`config.mk`:
```
export PLATFORM = sky130hd
export DESIGN_NAME = png_unf_queue
export DESIGN_NICKNAME = d
export VERILOG_FILES = /design/src/rtl/png_unf_pkg.sv /design/src/rtl/png_unf_queue.sv
export SDC_FILE = /design/constraint.sdc
export NUM_CORES = 1
export LEC_CHECK = 0
export BUFFER_PORTS_ARGS = -buffer_cell sky130_fd_sc_hd__buf_2
export CORE_MARGIN = 8
export CORE_UTILIZATION = 45
export CTS_BUF_LIST = sky130_fd_sc_hd__clkbuf_16
export DETAILED_ROUTE_END_ITERATION = 6
export PLACE_DENSITY = 0.75
export SYNTH_ARGS = -nofsm -noshare
export SYNTH_HDL_FRONTEND = slang
export SYNTH_SLANG_ARGS = --single-unit
```
`constraint.sdc`:
```
create_clock -name clk -period 2.8 [get_ports clk]
set_input_delay 0.56 -clock clk [delete_from_list [all_inputs] [get_ports clk]]
set_output_delay 0.56 -clock clk [all_outputs]
set_load 0.05 [all_outputs]
```
`src/rtl/png_unf_pkg.sv`:
```
package png_unf_pkg;

  localparam int MAX_LINE_BYTES  = 8192;
  localparam int MAX_PIXEL_BYTES = 8;

  localparam int LB_W   = 14;                        // line_bytes register width
  localparam int PB_W   = 4;                         // pixel_bytes register width
  localparam int POS_W  = $clog2(MAX_LINE_BYTES);    // line store address
  localparam int HIST_W = $clog2(MAX_PIXEL_BYTES);   // history tap select

  // config register indexes
  localparam logic CFG_LINE_BYTES  = 1'b0;
  localparam logic CFG_PIXEL_BYTES = 1'b1;

  // filter types
  localparam logic [2:0] FILT_NONE  = 3'd0;
  localparam logic [2:0] FILT_SUB   = 3'd1;
  localparam logic [2:0] FILT_UP    = 3'd2;
  localparam logic [2:0] FILT_AVG   = 3'd3;
  localparam logic [2:0] FILT_PAETH = 3'd4;

  localparam int QUEUE_DEPTH = 4;
  localparam int QPTR_W      = $clog2(QUEUE_DEPTH);

  typedef struct packed {
    logic             bad;         // error request: no sample
    logic [7:0]       data;
    logic [POS_W-1:0] pos;
    logic [2:0]       kind;
    logic             first_line;  // line above counts as zeros
    logic             last;        // last byte of the line
  } item_t;

  typedef struct packed {
    logic              valid;
    logic              full;
    logic [QPTR_W:0]   count;
  } queue_stat_t;

  function automatic logic [7:0] paeth_pred(input logic [7:0] a, input logic [7:0] b,
                                            input logic [7:0] c);
    logic signed [9:0] p;
    logic signed [9:0] da;
    logic signed [9:0] db;
    logic signed [9:0] dc;
    logic [9:0] pa;
    logic [9:0] pb;
    logic [9:0] pc;
    p  = $signed({2'b00, a}) + $signed({2'b00, b}) - $signed({2'b00, c});
    da = p - $signed({2'b00, a});
    db = p - $signed({2'b00, b});
    dc = p - $signed({2'b00, c});
    pa = da[9] ? 10'(-da) : 10'(da);
    pb = db[9] ? 10'(-db) : 10'(db);
    pc = dc[9] ? 10'(-dc) : 10'(dc);
    if (pa <= pb && pa <= pc) return a;
    else if (pb <= pc) return b;
    else return c;
  endfunction

endpackage

```
`src/rtl/png_unf_queue.sv`:
```
module png_unf_queue
  import png_unf_pkg::*;
(
  input  logic        clk,
  input  logic        rst,
  input  logic        push,
  input  item_t       push_item,
  input  logic        pop,
  output item_t       head,
  output queue_stat_t stat
);

  item_t             slots [QUEUE_DEPTH];
  logic [QPTR_W-1:0] wr_ptr;
  logic [QPTR_W-1:0] rd_ptr;
  logic [QPTR_W:0]   count;

  assign head       = slots[rd_ptr];
  assign stat.valid = (count != '0);
  assign stat.full  = (count == (QPTR_W + 1)'(QUEUE_DEPTH));
  assign stat.count = count;

  always_ff @(posedge clk) begin
    if (push) begin
      slots[wr_ptr] <= push_item;
    end
  end

  always_ff @(posedge clk) begin
    if (rst) begin
      wr_ptr <= '0;
      rd_ptr <= '0;
      count  <= '0;
    end else begin
      if (push) wr_ptr <= wr_ptr + 1'b1;
      if (pop)  rd_ptr <= rd_ptr + 1'b1;
      count <= count + (QPTR_W + 1)'(push) - (QPTR_W + 1)'(pop);
    end
  end

endmodule

```
==> summary.md <==
For this design the total switching power over the nets is 1.25 mW. The largest net degree at the start of global routing came out at 28. Final critical-path setup slack: 0.280 ns. Max-slew violation count: 0. For this configuration, the core starts out at a cell density of 45.7%. The combined global-route utilization of all metal layers is 12.9%. The largest individual stage delay along the critical path comes from the cell sky130_fd_sc_hd__mux4_1. The top cell type by area accounts for 74.0% of the synthesized area. The worst setup path is launched from a register. After detailed routing, the number of remaining DRC violations is 0. The synthesis-to-layout area growth was 23.4%. The layout cell share with drive strength beyond 1 is 44.3%. The number of H-tree branching levels came out at 4. The repair_antennas step left the layout with diodes totalling 0. The leakage component of the power came out at 1.91 nW. For the count of placed standard cells in the final layout, fillers left out, the log shows 406. Path category of the worst min-delay check: in -> reg.

The maximum ir drop on the vdd rail is 745 uV, and the post-synth net total is 221. The average detailed-routed wire length per instance is 19.3 um, and the synthesized netlist cell count is 183. The post-synthesis area per instance is 24.0 um^2. The final layout contains routed wiring with a total length of 7860 um. The number of violations of the max-capacitance limit was 0. The die is 115 um wide.

The share of total power dissipated in sequential elements is 42.8%. In this design, the stage delay of the slowest critical-path cell is 0.59 ns. For the tightest hold margin, the log shows 0.367 ns. The total overflow reported by the global router came out at 0. The finished cells cover 5410 um^2. 63 I/O pins were placed. The internal power of the cells totals 3.53 mW.

Before CTS, the worst setup slack after placement is 0.678 ns. Total of cells resized after clock tree synthesis: 0. sky130_fd_sc_hd__edfxtp_1 takes more of the synthesized area than any other cell. For this run, the number of Yosys warnings is 0. The worst setup path is captured at an output port. Number of unique standard cell types used by synthesis: 21. The post-route setup TNS is 0 ns, and the violation count after the first detailed-route iteration is 88.

The run gives 12200 um as the first-pass GRT wire length. The number of nets still failing antenna checks after routing was 0. In the layout the commonest cells are sky130_fd_sc_hd__edfxtp_1 (108), sky130_fd_sc_hd__buf_2 (62), sky130_fd_sc_hd__mux4_2 (20), sky130_fd_sc_hd__clkbuf_16 (17), sky130_fd_sc_hd__dfxtp_1 (8). The total number of placement rows is 36, and the number of buffers added for setup after CTS is 0. The worst register-to-register path has a depth of 7. The critical path is of the reg -> out type. The clock period minus final worst setup slack is 2.52 ns, and the last weighted congestion value of the routability-driven placer is 0.637.

The run gives 17 as the number of clock buffers inserted by TritonCTS. By area the synthesized netlist is led by sky130_fd_sc_hd__edfxtp_1 (74%), sky130_fd_sc_hd__mux4_2 (10%), sky130_fd_sc_hd__mux4_1 (4.2%). The power per cell area is 884 nW/um^2. For the pin with the worst max-slew slack, the measured transition is 0.771 ns. Dividing the detail-routed via count by the number of cells gives 5.02. The synthesized netlist occupies a cell area of 4380 um^2. Buffers inserted to repair hold after CTS numbered 0. The total die area is 13200 um^2.

Counting the fill cells in the layout gives 737. In the global route stage, met3 resource usage came out at 6.59%. The first TritonRoute pass finished after 4 iterations. The maximum fanout encountered on the critical timing path works out to 21. The later pin in the worst-skew pair is clocked with a latency of 0.41 ns.

The HPWL after detailed placement is 4680 um. For the area of the core, the log shows 9590 um^2. The number of global-route vias before repair was 2278. Traced cell by cell, the critical path runs through buf_12 -> mux4_1 -> buf_2. The root cell of the clock tree is sky130_fd_sc_hd__clkbuf_16.

Setup repair after global routing left no endpoint under its margin. The flow ran to the end, and the final reports show no timing, DRC or antenna violations. The number of antenna violations at the first check in global routing is 0, and the setup-violating endpoint count in the final report is 0. The maximum clock rate came out at 397 MHz. The number of hold-slack violations in the final timing report was 0; the cell count after placement was 374. The met1 capacity usage during global routing was 14.1%; the worst relative slew slack was 48.6%.

For this run, the post-layout net count is 298. For the critical path data arrival time, the log shows 1.96 ns. The most common cell after layout, fill and taps aside is sky130_fd_sc_hd__edfxtp_1.

The placed standard-cell area is 4830 um^2. The worst hold path depth works out to 1. The sequential fraction of the synthesis area was 78.1%. The final critical path takes up 90.0% of the cycle. STA puts the critical path data required time at 2.24 ns. Summing over every cut layer, the via total after detailed routing is 2037. The longest clock path from root to sink contains 2 buffers. The vertical die dimension is 115 um. The number of port buffers came out at 62.

Per report_power, the combinational group accounts for 13.9% of the total. Of the total power, the share spent switching nets is 26.2%. The logs give 0.00663 ns for the final setup skew and 117 for the TritonCTS sink count. The logs give 43.2% for the part of the total power dissipated in the clock network and 21.1% for the met2 track utilization from global routing.

After clock tree synthesis, the clock-pin slew on the worst setup and hold paths is 0.06 ns. The layer flagged by global routing as most heavily used is met2. Post-synthesis sequential element count: 117. TritonCTS built the clock tree.
==> routing by layer <==
metal	routed length (um)	part of all wire [%]	up-vias
li1	-	-	913
met3	585	7.4	10
met4	84	1.1	0
met2	4070	52	69
met5	0	0	-
met1	3120	40	1045
==> cells by family after synthesis <==
| kind of cell | synth area share, % |
|---|---|
| DFF | 78.1 |
| buffers and inverters | 2.03 |
| xor gates and xnor gates | 0.942 |
| AOI/OAI and AO/OA | 0.342 |
| adders and majority gates | 2.17 |
| muxes | 14.7 |
| and+or+nand+nor | 1.74 |
==> state kept, by name (all words and copies together) (netlist names), named ones only <==
name and cells:
count 3, rd_ptr 2, wr_ptr 2, slots 108
==> synth_stat cells <==
library cell	n
sky130_fd_sc_hd__a21oi_1	1
sky130_fd_sc_hd__mux4_2	20
sky130_fd_sc_hd__nor2_1	5
sky130_fd_sc_hd__edfxtp_1	108
sky130_fd_sc_hd__buf_6	1
sky130_fd_sc_hd__dfxtp_1	9
sky130_fd_sc_hd__fa_1	1
sky130_fd_sc_hd__and3_1	1
sky130_fd_sc_hd__ha_1	6
sky130_fd_sc_hd__xnor2_1	2
sky130_fd_sc_hd__mux2i_1	1
sky130_fd_sc_hd__xor3_1	1
sky130_fd_sc_hd__or3_1	1
sky130_fd_sc_hd__and2_1	4
sky130_fd_sc_hd__mux4_1	7
sky130_fd_sc_hd__nor2b_1	2
sky130_fd_sc_hd__inv_1	6
sky130_fd_sc_hd__buf_12	2
sky130_fd_sc_hd__a21bo_2	1
sky130_fd_sc_hd__buf_2	3
sky130_fd_sc_hd__nand3b_1	1
==> through the flow <==
step	power, mW	util [%]
detailed placement	2.76	50.3
global route	4.96	56.4
CTS	4.84	56.4
floorplan	2.60	-
finish	4.78	56.4
global placement	2.74	50.3
==> layout make-up <==
type | instances | area, um^2 | share of cell area [%]
sequential | 117 | 3420 | 63.3
inverter | 6 | 22.5 | 0.416
clock inverter | 15 | 155 | 2.87
multi-input combinational | 54 | 877 | 16.2
timing repair buffer | 64 | 338 | 6.25
clock buffer | 17 | 425 | 7.86
tap | 133 | 166 | 3.08
==> power by group through the flow <==
stage	Clock [mW]	Combinational (mW)	Sequential, mW
5_1_grt	2.20	0.706	2.06
6_report	2.07	0.666	2.05
2_1_floorplan	0	0.485	2.11
3_5_place_dp	0	0.678	2.08
3_3_place_gp	0	0.668	2.08
4_1_cts	2.11	0.680	2.05
==> path summary, 6_finish.rpt <==
path,start,endpoint,slack (ns)
max,register,head[1],0.28
min,push_item[13],slots[0][13],0.37
max reg2reg,count[0],count[2],1.18
min reg2reg,rd_ptr[0],register,0.56
==> critical path, delay by kind of cell (launching register included) <==
kind / cells / cell delay (ns)
DFF: 1 / 0.47
buffers and inverters: 2 / 0.48
muxes: 1 / 0.59
Note: power is estimated with default switching activity, not from simulation.
