==> src/rtl/png_unf_pkg.sv <==
package png_unf_pkg;

  localparam int MAX_LINE_BYTES  = 8192;
  localparam int MAX_PIXEL_BYTES = 8;

  localparam int LB_W   = 14;                        // line_bytes register width
  localparam int PB_W   = 4;                         // pixel_bytes register width
  localparam int POS_W  = $clog2(MAX_LINE_BYTES);    // line store address
  localparam int HIST_W = $clog2(MAX_PIXEL_BYTES);   // history tap select

  // config register indexes
  localparam logic CFG_LINE_BYTES  = 1'b0;
  localparam logic CFG_PIXEL_BYTES = 1'b1;

  // filter types
  localparam logic [2:0] FILT_NONE  = 3'd0;
  localparam logic [2:0] FILT_SUB   = 3'd1;
  localparam logic [2:0] FILT_UP    = 3'd2;
  localparam logic [2:0] FILT_AVG   = 3'd3;
  localparam logic [2:0] FILT_PAETH = 3'd4;

  localparam int QUEUE_DEPTH = 4;
  localparam int QPTR_W      = $clog2(QUEUE_DEPTH);

  typedef struct packed {
    logic             bad;         // error request: no sample
    logic [7:0]       data;
    logic [POS_W-1:0] pos;
    logic [2:0]       kind;
    logic             first_line;  // line above counts as zeros
    logic             last;        // last byte of the line
  } item_t;

  typedef struct packed {
    logic              valid;
    logic              full;
    logic [QPTR_W:0]   count;
  } queue_stat_t;

  function automatic logic [7:0] paeth_pred(input logic [7:0] a, input logic [7:0] b,
                                            input logic [7:0] c);
    logic signed [9:0] p;
    logic signed [9:0] da;
    logic signed [9:0] db;
    logic signed [9:0] dc;
    logic [9:0] pa;
    logic [9:0] pb;
    logic [9:0] pc;
    p  = $signed({2'b00, a}) + $signed({2'b00, b}) - $signed({2'b00, c});
    da = p - $signed({2'b00, a});
    db = p - $signed({2'b00, b});
    dc = p - $signed({2'b00, c});
    pa = da[9] ? 10'(-da) : 10'(da);
    pb = db[9] ? 10'(-db) : 10'(db);
    pc = dc[9] ? 10'(-dc) : 10'(dc);
    if (pa <= pb && pa <= pc) return a;
    else if (pb <= pc) return b;
    else return c;
  endfunction

endpackage

==> src/rtl/png_unf_ifs.sv <==
interface png_unf_in_if;
  logic       valid;
  logic       ready;
  logic [7:0] data_byte;
  logic       image_start;
  modport source (output valid, output data_byte, output image_start, input ready);
  modport sink   (input valid, input data_byte, input image_start, output ready);
endinterface


==> src/rtl/png_unf_front.sv <==
module png_unf_front
  import png_unf_pkg::*;
(
  input  logic            clk,
  input  logic            rst,
  png_unf_in_if.sink      in_ch,
  input  logic [LB_W-1:0] line_bytes,   // already clamped to 1..MAX
  input  logic            q_full,
  output logic            push,
  output item_t           push_item
);

  logic [POS_W-1:0] pos, pos_next;
  logic [2:0]       kind, kind_next;
  logic             awaiting, awaiting_next;
  logic             first_line, first_line_next;
  logic             err, err_next;

  logic accept;
  logic last;

  assign in_ch.ready = !q_full;
  assign accept      = in_ch.valid && in_ch.ready;
  assign last        = ({1'b0, pos} + 1'b1) >= line_bytes;

  always_comb begin
    pos_next        = pos;
    kind_next       = kind;
    awaiting_next   = awaiting;
    first_line_next = first_line;
    err_next        = err;
    push            = 1'b0;
    push_item.bad        = 1'b0;
    push_item.data       = in_ch.data_byte;
    push_item.pos        = pos;
    push_item.kind       = kind;
    push_item.first_line = first_line;
    push_item.last       = last;
    if (accept) begin
      if (in_ch.image_start) begin
        err_next        = 1'b0;
        first_line_next = 1'b1;
        awaiting_next   = 1'b1;
      end
      if (!err_next) begin
        if (awaiting_next) begin
          pos_next = '0;
          if (in_ch.data_byte > {5'b0, FILT_PAETH}) begin
            err_next      = 1'b1;
            push          = 1'b1;
            push_item.bad = 1'b1;
          end else begin
            kind_next     = in_ch.data_byte[2:0];
            awaiting_next = 1'b0;
          end
        end else begin
          push = 1'b1;
          if (last) begin
            awaiting_next   = 1'b1;
            first_line_next = 1'b0;
            pos_next        = '0;
          end else begin
            pos_next = pos + 1'b1;
          end
        end
      end
    end
  end

  always_ff @(posedge clk) begin
    if (rst) begin
      pos        <= '0;
      kind       <= FILT_NONE;
      awaiting   <= 1'b1;
      first_line <= 1'b1;
      err        <= 1'b0;
    end else begin
      pos        <= pos_next;
      kind       <= kind_next;
      awaiting   <= awaiting_next;
      first_line <= first_line_next;
      err        <= err_next;
    end
  end

endmodule

==> src/flat_wrapper.sv <==
// flat-port wrapper written by rule: the top's interface ports become plain ports
module png_unf_front_flat import png_unf_pkg::*;
  (clk, rst, line_bytes, q_full, push, push_item, in_ch_valid, in_ch_data_byte, in_ch_image_start, in_ch_ready);
  png_unf_in_if in_ch_i ();
  input  logic clk;
  input  logic rst;
  input  logic [LB_W-1:0] line_bytes;
  input  logic q_full;
  output logic push;
  output item_t push_item;
  input wire logic [$bits(in_ch_i.valid)-1:0] in_ch_valid;
  input wire logic [$bits(in_ch_i.data_byte)-1:0] in_ch_data_byte;
  input wire logic [$bits(in_ch_i.image_start)-1:0] in_ch_image_start;
  output wire logic [$bits(in_ch_i.ready)-1:0] in_ch_ready;
  assign in_ch_i.valid = in_ch_valid;
  assign in_ch_i.data_byte = in_ch_data_byte;
  assign in_ch_i.image_start = in_ch_image_start;
  assign in_ch_ready = in_ch_i.ready;
  png_unf_front u_core (.clk(clk), .rst(rst), .in_ch(in_ch_i), .line_bytes(line_bytes), .q_full(q_full), .push(push), .push_item(push_item));
endmodule
==> config.mk <==
export PLATFORM = sky130hd
export DESIGN_NAME = png_unf_front_flat
export DESIGN_NICKNAME = d
export VERILOG_FILES = /design/src/rtl/png_unf_pkg.sv /design/src/rtl/png_unf_ifs.sv /design/src/rtl/png_unf_front.sv /design/src/flat_wrapper.sv
export SDC_FILE = /design/constraint.sdc
export NUM_CORES = 1
export LEC_CHECK = 0
export ABC_CLOCK_PERIOD_IN_PS = 3300
export BUFFER_PORTS_ARGS = -buffer_cell sky130_fd_sc_hd__buf_2
export CAP_MARGIN = 10
export CELL_PAD_IN_SITES_DETAIL_PLACEMENT = 1
export CELL_PAD_IN_SITES_GLOBAL_PLACEMENT = 1
export CORE_UTILIZATION = 35
export CTS_CLUSTER_DIAMETER = 40
export DETAILED_ROUTE_END_ITERATION = 8
export HOLD_SLACK_MARGIN = 0.08
export PLACE_DENSITY = 0.78
export SYNTH_ARGS = -nofsm -noshare
export SYNTH_HDL_FRONTEND = slang
export SYNTH_SLANG_ARGS = --single-unit
==> constraint.sdc <==
create_clock -name clk -period 3.3 [get_ports clk]
set_input_delay 0.495 -clock clk [delete_from_list [all_inputs] [get_ports clk]]
set_output_delay 0.495 -clock clk [all_outputs]
set_load 0.005 [all_outputs]
==> run metrics, run 1 <==
Crit Path Class reg2out; FF-to-FF setup slack 0.36 ns; fin cells 298; Async S/R FF share, synth 0; CP arrival 2.66 ns; Port Buffer Count 55; largest net degree at the start of global routing 26; Cell variety after synth 44; Sw Share 0.250; Die Ht 68.8 um; CTS H-Tree Depth 1; GRT overflow 0; Post-synth EDFFs 0; R2R depth 12; sequential fraction of design power 0.505; # setup viols final 0; placed instance area 1830 um^2; Die W 68.8 um; clock share of power 0.366; Worst setup startpoint u_core.pos[0]$_SDFFE_PP0P_; #FFs+latches synth 19; CORE AREA 4140 um^2; top post-synthesis cells by area dfxtp_1, ha_1, a21oi_1, nand4_1, buf_4; Iter 0 DRT Violations 35; mapped cell area 1560 um^2; FP Rows 23; Gate Count Post-Synth 194; Reg-to-Reg End u_core.awaiting$_SDFFE_PP1P_; Synth Flop Type dfxtp_1; Max Clk Rate 0.317 GHz; Critical Path Start Type flip-flop; status finished, final reports clean; Synthesized Nets 236; Clock Tree Buf Depth 2; Post-Place Setup Slack 0.286 ns; DR vias/cell 5.28; Min Clock Period, post-route 3.15 ns; Tot Pwr 456 uW; Hold Crit Class reg2reg; slew margin rel. 0.573; clk slew on worst S/H paths 0.08 ns; Final TNS setup 0 ns; P per Cell Area 235 nW/um^2; Synth Warn # 0; area overhead of the layout relative to synthesis 23.8%; first-pass GRT wire length 6590 um; Final Cycle Share 0.956; Slew @ Worst Pin 0.637 ns; Setup crit end push_item[0]; CTS Hold Buffers Added 0; CTS root buffer clkbuf_8; GPL Wtd Cong 0.871; I/O pin cnt 56; # clock sinks 19; worst r2r src u_core.pos[0]$_SDFFE_PP0P_; Die ar. 4740 um^2; P_int 342 uW; routed vias 1574; Clock Skew 0.00518 ns; Placed Instances 290; worst-path fanout max 7; Finished Cell Area 1940 um^2; Hold Vio Cnt, Final 0; WP data required 2.80 ns; Clock Latency Late Sink 0.26 ns; total wire length 4310 um; number of global-route vias before repair 1448; dominant cell type by area after synthesis dfxtp_1; Gate power share 0.129; fin. max-slew vios 0; worst vdd ir 0.154 mV; TritonCTS buffer count 3; syn_area_per_cell 8.06 um^2; first-pass detailed-route iteration total 4; P_leak 0.000955 uW; share of layout cells above drive strength 1 0.351; gr usage total 0.186; Ant. Diodes 0; Starting Density 0.377; Seq/Total Area, Yosys 0.243; CTS tree done; sw power 114 uW; Setup crit end kind output pin; DRC violation count after routing 0; Final Net Count 291; post-route setup slack 0.146 ns; Yosys top cell area share 0.243; post-route ant nets 0; detailed placement HPWL 3350 um; max_cap viols 0; WL per Instance 14.5 um; initial antenna violation count 0
## flip-flops by register name, summed over array words and instances (netlist names)
register           cells
u_core.pos            13
u_core.kind            3
u_core.awaiting        1
u_core.err             1
u_core.first_line      1
## cells by family after synthesis
| family | share of synthesized area |
|---|---|
| XOR/XNOR | 0.0616 |
| flip-flops | 0.243 |
| AND/OR/NAND/NOR | 0.270 |
| multiplexers | 0.0192 |
| adder cells (fa/ha/maj) | 0.120 |
| buffers and inverters | 0.125 |
| AO/OA/AOI/OAI | 0.162 |
## placed cells by master, fill, tap and decap left out, types with 2 or more instances in the layout
master / count
ha_1: 14
or3_1: 3
dfxtp_2: 3
nor4_1: 3
mux2i_1: 3
dfxtp_1: 15
buf_2: 55
nor3_1: 5
buf_4: 10
xnor2_1: 5
nand3b_1: 3
nor3_2: 2
nand4_1: 15
inv_1: 21
nand2b_1: 3
xor2_1: 5
nor2_1: 8
and2_1: 2
nand3_1: 6
a21oi_1: 20
o21ai_0: 3
clkbuf_8: 3
nand2_1: 14
## synth_stat cells (all sizes together), types with 5 or more instances
| cell type | count |
|---|---|
| nand4 | 15 |
| a21oi | 21 |
| nand2 | 15 |
| xnor2 | 5 |
| buf | 13 |
| xor2 | 6 |
| ha | 15 |
| nor2 | 10 |
| dfxtp | 19 |
| nand3 | 7 |
| inv | 21 |
| nor3 | 7 |
## power by group through the flow
stage | Clock [uW] | Combinational, uW | Sequential, uW
after floorplan | 0 | 35.3 | 236
after global placement | 0 | 56.9 | 236
after detailed placement | 0 | 58.6 | 236
after CTS | 170 | 59.0 | 231
after global routing | 180 | 66.9 | 230
final | 167 | 58.7 | 230
## critical path, stage by stage, from the launching register on
cell	delay, ns
dfxtp_4	0.38
ha_2	0.20
nand4_1	0.16
nor4_1	0.31
buf_4	0.18
xor2_1	0.15
ha_1	0.24
nand4_1	0.19
o21bai_2	0.12
a221oi_4	0.21
nand2_2	0.11
buf_2	0.15
## worst min-delay path by stage
stage / startpoint / end / slack (ns) / depth (start not counted)
6_report: u_core.pos[1]$_SDFFE_PP0P_ / u_core.pos[1]$_SDFFE_PP0P_ / 0.49 / 2
5_1_grt: in_ch_data_byte[0] / u_core.kind[0]$_SDFFE_PP0P_ / 0.51 / 3
4_1_cts: in_ch_data_byte[1] / u_core.kind[1]$_SDFFE_PP0P_ / 0.50 / 3
3_5_place_dp: u_core.kind[0]$_SDFFE_PP0P_ / u_core.kind[0]$_SDFFE_PP0P_ / 0.48 / 2
3_3_place_gp: u_core.kind[0]$_SDFFE_PP0P_ / u_core.kind[0]$_SDFFE_PP0P_ / 0.48 / 2
2_1_floorplan: u_core.first_line$_SDFFE_PP1P_ / u_core.first_line$_SDFFE_PP1P_ / 0.47 / 2
## through the flow
step	util	hold slack, ns
after floorplan	-	0.467
after global placement	0.442	0.482
after detailed placement	0.442	0.484
after CTS	0.453	0.504
after global routing	0.467	0.511
final	0.467	0.489
## area by class of cell
class                   instances  area (um^2)
clock buffers                   4         45.0
multi-input cells             139         1010
flip-flops and latches         19          388
inverters                      21         78.8
repair buffers                 65          350
well taps                      50         62.6
fillers                       546         2210
## layer usage
| layer | routed length (um) | vias to the layer above | track usage | share of wire |
|---|---|---|---|---|
| met1 | 2010 | 742 | 0.254 | 0.47 |
| met3 | 189 | 2 | 0.0247 | 0.044 |
| met4 | 22 | 0 | 0.0383 | 0.0051 |
| met5 | 0 | - | 0 | 0 |
| li1 | - | 789 | - | - |
| met2 | 2090 | 41 | 0.309 | 0.48 |
## repair_timing
action                                  in CTS  in global routing
endpoints found under the hold margin        0                  0
gates resized for setup                      0                 11
setup buffers                                0                  4
endpoints found under the setup margin       0                  1
Power figures use the tool's default switching activity.
==> run 2, diff against run 1 <==
--- a/config.mk
+++ b/config.mk
@@ -8,7 +8,7 @@
 export ABC_CLOCK_PERIOD_IN_PS = 3300
 export BUFFER_PORTS_ARGS = -buffer_cell sky130_fd_sc_hd__buf_2
 export CAP_MARGIN = 10
-export CELL_PAD_IN_SITES_DETAIL_PLACEMENT = 1
+export CELL_PAD_IN_SITES_DETAIL_PLACEMENT = 0
 export CELL_PAD_IN_SITES_GLOBAL_PLACEMENT = 1
 export CORE_UTILIZATION = 35
 export CTS_CLUSTER_DIAMETER = 40
==> run 2 against run 1 <==
  * Sequential power about the same
  * Design area decreased by 0.19%
  * Worst setup slack improved by 0.038 ns
  * Critical endpoint unchanged
  * Sequential cell count unchanged
  * Die area unchanged
  * Highest routed layer unchanged
  * Sequential share of layout area increased by 0.10 points
  * Register-to-register slack improved by 0.07 ns
  * Critical path depth unchanged
  * Maximum frequency increased by 1.2%
  * Combinational power decreased by 3%
  * Largest power group unchanged
  * Non-clock buffer count decreased by 3
  * Final cell count decreased by 1.0%
  * Largest cell class unchanged
==> run metrics, run 2 (synthesis gave the netlist of run 1 again) <==
status finished, final reports clean (unchanged); Gate power share 0.127 (was 0.129); number of global-route vias before repair 1259 (was 1448); Min Hold Slack 0.487 ns (was 0.489 ns); worst vdd ir 0.178 mV (was 0.154 mV); TritonCTS buffer count 3 (unchanged); Final TNS setup 0 ns (unchanged); largest net degree at the start of global routing 26 (unchanged); CP arrival 2.62 ns (was 2.66 ns); CTS tree done (unchanged); P_int 342 uW (about the same); most common cell after layout, fill and taps aside buf_2 (unchanged); Die Ht 68.8 um (unchanged); detailed placement HPWL 2890 um (was 3350 um); Final Net Count 288 (was 291); gr usage total 0.162 (was 0.186); commonest cells after routing, fill and taps aside buf_2, inv_1, a21oi_1 (unchanged); worst hold path endpoint u_core.pos[1]$_SDFFE_PP0P_ (unchanged); fin cells 295 (was 298); # clock sinks 19 (unchanged); FP Rows 23 (unchanged); routed vias 1497 (was 1574); Final Util 0.466 (was 0.467); Crit Path Class reg2out (unchanged); Hold Vio Cnt, Final 0 (unchanged); Hold Startpoint u_core.pos[1]$_SDFFE_PP0P_ (unchanged); Die ar. 4740 um^2 (unchanged); initial antenna violation count 0 (unchanged); Final Cycle Share 0.944 (was 0.956); slew margin rel. 0.582 (was 0.573); GPL Wtd Cong 0.871 (unchanged); Clock Tree Buf Depth 2 (unchanged); Reg-to-Reg End u_core.awaiting$_SDFFE_PP1P_ (unchanged); R2R depth 12 (unchanged); sw power 109 uW (was 114 uW); Die W 68.8 um (unchanged); share of layout cells above drive strength 1 0.359 (was 0.351); WP data required 2.80 ns (about the same); I/O pin cnt 56 (unchanged); DR vias/cell 5.07 (was 5.28); Ant. Diodes 0 (unchanged); Starting Density 0.377 (unchanged); WL per Instance 12.8 um (was 14.5 um); Sw Share 0.242 (was 0.250); P per Cell Area 233 nW/um^2 (was 235 nW/um^2); WHS Path Cells 2 (unchanged); fin. max-slew vios 0 (unchanged); sequential fraction of design power 0.510 (was 0.505); GRT overflow 0 (unchanged); Clock Skew 0.000948 ns (was 0.00518 ns); area overhead of the layout relative to synthesis 23.6% (was 23.8%); Setup crit end kind output pin (unchanged); max reg flops 13 (unchanged); Clock Latency Late Sink 0.26 ns (about the same); Iter 0 DRT Violations 60 (was 35); Min Clock Period, post-route 3.12 ns (was 3.15 ns); worst-path fanout max 7 (unchanged); Port Buffer Count 55 (unchanged); worst r2r src u_core.pos[0]$_SDFFE_PP0P_ (unchanged); biggest registers after layout u_core.pos (13), u_core.kind (3) (unchanged); max_cap viols 0 (unchanged); post-route ant nets 0 (unchanged); CTS H-Tree Depth 1 (unchanged); Slew @ Worst Pin 0.623 ns (was 0.637 ns); clk slew on worst S/H paths 0.07 ns (was 0.08 ns); # setup viols final 0 (unchanged); CTS root buffer clkbuf_8 (unchanged); CORE AREA 4140 um^2 (unchanged); Placed Instances 290 (unchanged); first-pass detailed-route iteration total 4 (unchanged); Critical Path Start Type flip-flop (unchanged); DRC violation count after routing 0 (unchanged); Hold Crit Class reg2reg (unchanged); Max Clk Rate 0.321 GHz (was 0.317 GHz); clock share of power 0.363 (was 0.366); first-pass GRT wire length 5760 um (was 6590 um); FF-to-FF setup slack 0.43 ns (was 0.36 ns); Largest Register u_core.pos (unchanged); CTS Hold Buffers Added 0 (unchanged); total wire length 3770 um (was 4310 um); P_leak 0.000935 uW (was 0.000955 uW)
[run 2: cell type report]
class / count / area [um^2]
Tap cell: 50 / 62.6
Multi-Input combinational cell: 139 / 1030
Clock buffer: 4 / 45.0
Inverter: 21 / 78.8
Sequential cell: 19 / 389
Timing Repair Buffer: 62 / 328
Fill cell: 442 / 2210
[run 2: worst max path at each step]
| stage | start | to | slack, ns | cells past startpoint |
|---|---|---|---|---|
| detailed placement | u_core.pos[0]$_SDFFE_PP0P_ | u_core.awaiting$_SDFFE_PP1P_ | 0.32 | 12 |
| global route | u_core.pos[7]$_SDFFE_PP0P_ | push_item[0] | -0.01 | 11 |
| CTS | u_core.pos[0]$_SDFFE_PP0P_ | push_item[0] | 0.04 | 11 |
| floorplan | u_core.pos[0]$_SDFFE_PP0P_ | push_item[0] | 0.34 | 11 |
| finish | u_core.pos[0]$_SDFFE_PP0P_ | push_item[0] | 0.18 | 11 |
| global placement | u_core.pos[0]$_SDFFE_PP0P_ | u_core.awaiting$_SDFFE_PP1P_ | 0.37 | 12 |
[run 2: power by group through the flow]
stage	Clock [uW]	Combinational (uW)	Sequential (uW)
after global routing	182	65.5	230
after global placement	0	56.9	236
after detailed placement	0	56.7	236
final	164	57.2	230
after CTS	171	57.2	231
after floorplan	0	35.3	236
[run 2: repair_timing]
| action | 4_1_cts | 5_1_grt |
|---|---|---|
| endpoints found under the setup margin | 0 | 1 |
| resized for setup | 0 | 15 |
| buffers inserted | 0 | 1 |
[run 2: critical path, stage by stage, from the launching register on]
cell and delay [ns]:
dfxtp_4 0.38, ha_2 0.21, nand4_1 0.18, buf_4 0.19
nor2_1 0.16, xor2_2 0.22, ha_1 0.27, nand4_1 0.09
o21ai_1 0.10, a221oi_4 0.29, nand2_2 0.13, buf_2 0.15
[run 2: metrics by stage]
step           cell area (um^2)  power [uW]  worst slack (ns)
5_1_grt                    1930         477           -0.0101
3_3_place_gp               1830         293             0.374
4_1_cts                    1880         459            0.0435
2_1_floorplan              1560         272             0.340
3_5_place_dp               1830         293             0.322
6_report                   1930         451             0.184
[run 2: metal layers]
layer | vias up | share of wire | track usage
met1 | 670 | 0.50 | 0.236
met5 | - | 0 | 0
met3 | 4 | 0.047 | 0.0214
met2 | 39 | 0.45 | 0.239
li1 | 784 | - | -
met4 | 0 | 0.011 | 0.0612
==> run 3, diff against run 2 <==
==> constraint.sdc (replaced) <==
create_clock -name clk -period 3.3 [get_ports clk]
set_input_delay 0.495 -clock clk [delete_from_list [all_inputs] [get_ports clk]]
set_output_delay 0.495 -clock clk [all_outputs]
set_load 0.02 [all_outputs]
==> run 3 against run 2 <==
  * Global-route usage grew 0.48 points
  * Sequential share of layout area is essentially flat
  * Maximum frequency grew 0.91%
  * First-iteration DRC count grew 17%
  * Sequential cell count is the same
  * Critical endpoint unchanged
  * Register-to-register slack gained 0.03 ns
  * Via count grew 0.67%
==> run metrics, run 3 (synthesis gave the netlist of run 1 again) <==
status finished, final reports clean (unchanged); Port Buffer Count 55 (unchanged); Die ar. 4740 um^2 (unchanged); CP arrival 2.59 ns (was 2.62 ns); FP Rows 23 (unchanged); Slew @ Worst Pin 0.632 ns (was 0.623 ns); Starting Density 0.377 (unchanged); detailed placement HPWL 2870 um (was 2890 um); # clock sinks 19 (unchanged); Hold Vio Cnt, Final 0 (unchanged); number of global-route vias before repair 1291 (was 1259); Min Hold Slack 0.492 ns (was 0.487 ns); CTS H-Tree Depth 1 (unchanged); commonest cells after routing, fill and taps aside buf_2, inv_1, a21oi_1 (unchanged); Finished Cell Area 1940 um^2 (was 1930 um^2); CORE AREA 4140 um^2 (unchanged); gr usage total 0.167 (was 0.162); Clock Tree Buf Depth 2 (unchanged); largest net degree at the start of global routing 26 (unchanged); WP data required 2.80 ns (about the same); post-route ant nets 0 (unchanged); first-pass GRT wire length 5900 um (was 5760 um); Clock Skew 0.00536 ns (was 0.000948 ns); area overhead of the layout relative to synthesis 24.2% (was 23.6%); DR vias/cell 5.11 (was 5.07); Setup crit end kind output pin (unchanged); DRC violation count after routing 0 (unchanged); routed vias 1507 (was 1497); worst vdd ir 0.155 mV (was 0.178 mV); CTS root buffer clkbuf_8 (unchanged); worst-path fanout max 7 (unchanged); Final Net Count 288 (unchanged); CTS tree done (unchanged); clk slew on worst S/H paths 0.08 ns (was 0.07 ns); max_cap viols 0 (unchanged); Die Ht 68.8 um (unchanged); Hold Crit Class in2reg (was reg2reg); I/O pin cnt 56 (unchanged); WL per Instance 12.7 um (was 12.8 um); first-pass detailed-route iteration total 4 (unchanged); Clock Latency Late Sink 0.26 ns (about the same); most common cell after layout, fill and taps aside buf_2 (unchanged); fin. max-slew vios 0 (unchanged); Final Cycle Share 0.936 (was 0.944); CTS Hold Buffers Added 0 (unchanged); share of layout cells above drive strength 1 0.363 (was 0.359); Max Clk Rate 0.324 GHz (was 0.321 GHz); Die W 68.8 um (unchanged); # setup viols final 0 (unchanged); TritonCTS buffer count 3 (unchanged); Ant. Diodes 0 (unchanged); Crit Path Class reg2out (unchanged); Largest Register u_core.pos (unchanged); GPL Wtd Cong 0.790 (was 0.871); biggest registers after layout u_core.pos (13), u_core.kind (3) (unchanged); GRT overflow 0 (unchanged); placed instance area 1820 um^2 (was 1830 um^2); Critical Path Start Type flip-flop (unchanged); slew margin rel. 0.577 (was 0.582); P per Cell Area 238 nW/um^2 (was 233 nW/um^2); total wire length 3760 um (was 3770 um); Iter 0 DRT Violations 70 (was 60); Min Clock Period, post-route 3.09 ns (was 3.12 ns); initial antenna violation count 0 (unchanged); max reg flops 13 (unchanged); Tot Pwr 462 uW (was 451 uW); P_leak 0.000945 uW (was 0.000935 uW)
-- run 3: cell types whose count changed in the layout (fill, tap and decap cells not counted) --
cell / delta
xor2_2: -1
clkinv_2: +1
xor2_1: +1
dfxtp_4: +1
clkbuf_1: -1
dfxtp_2: -1
o21bai_2: +1
o21bai_1: -1
ha_2: -1
ha_4: +1
-- run 3: path summary, 6_finish.rpt --
check                                                start                            to  slack, ns  cells after the start
worst min-delay path                    in_ch_data_byte[2]   u_core.kind[2]$_SDFFE_PP0P_       0.49                      3
worst max register to register  u_core.pos[0]$_SDFFE_PP0P_  u_core.awaiting$_SDFFE_PP1P_       0.46                     12
worst max-delay path            u_core.pos[0]$_SDFFE_PP0P_                  push_item[0]       0.21                     11
worst min register to register  u_core.pos[4]$_SDFFE_PP0P_    u_core.pos[4]$_SDFFE_PP0P_       0.50                      2
-- run 3: power by group --
group | switching [uW] | total (uW) | internal, uW
Sequential | 0.951 | 229 | 228
Clock | 82.3 | 166 | 84.1
Combinational | 39.5 | 66.6 | 27.1
-- run 3: layer usage --
metal  up-vias  wire length (um)  track usage
met1       669              1800        0.237
met4         0                51       0.0485
met5         -                 0            0
li1        782                 -            -
met3         6               235       0.0395
met2        50              1670        0.248
-- run 3: layout make-up --
class	count	area [um^2]
fillers	435	2200
multi-input cells	139	1040
flip-flops and latches	19	392
repair buffers	62	328
inverters	21	78.8
well taps	50	62.6
clock buffers	3	41.3
clock inverters	1	5.00
-- run 3: through the flow --
step,setup slack [ns],TNS (ns),utilization,cells
after CTS,0.0272,0,0.452,293
after global routing,-0.00607,-0.00607,0.469,295
after global placement,0.333,0,0.440,289
after detailed placement,0.255,0,0.440,289
final,0.212,0,0.469,295
after floorplan,0.181,0,-,194
-- run 3: timing repair --
action                                  4_1_cts  5_1_grt
resized for setup                             2       15
pin swaps                                     0        3
endpoints found under the setup margin        1        1
buffers inserted                              0        2
cloned                                        0        0
-- run 3: critical path, cell delays in order, from the launching register on --
cell	delay [ns]
dfxtp_4	0.39
ha_4	0.16
nand4_1	0.17
nor2_2	0.18
and2_4	0.16
xor2_1	0.14
ha_1	0.27
a21oi_1	0.15
nand2_1	0.11
a221oi_4	0.31
nand2_2	0.11
buf_2	0.17
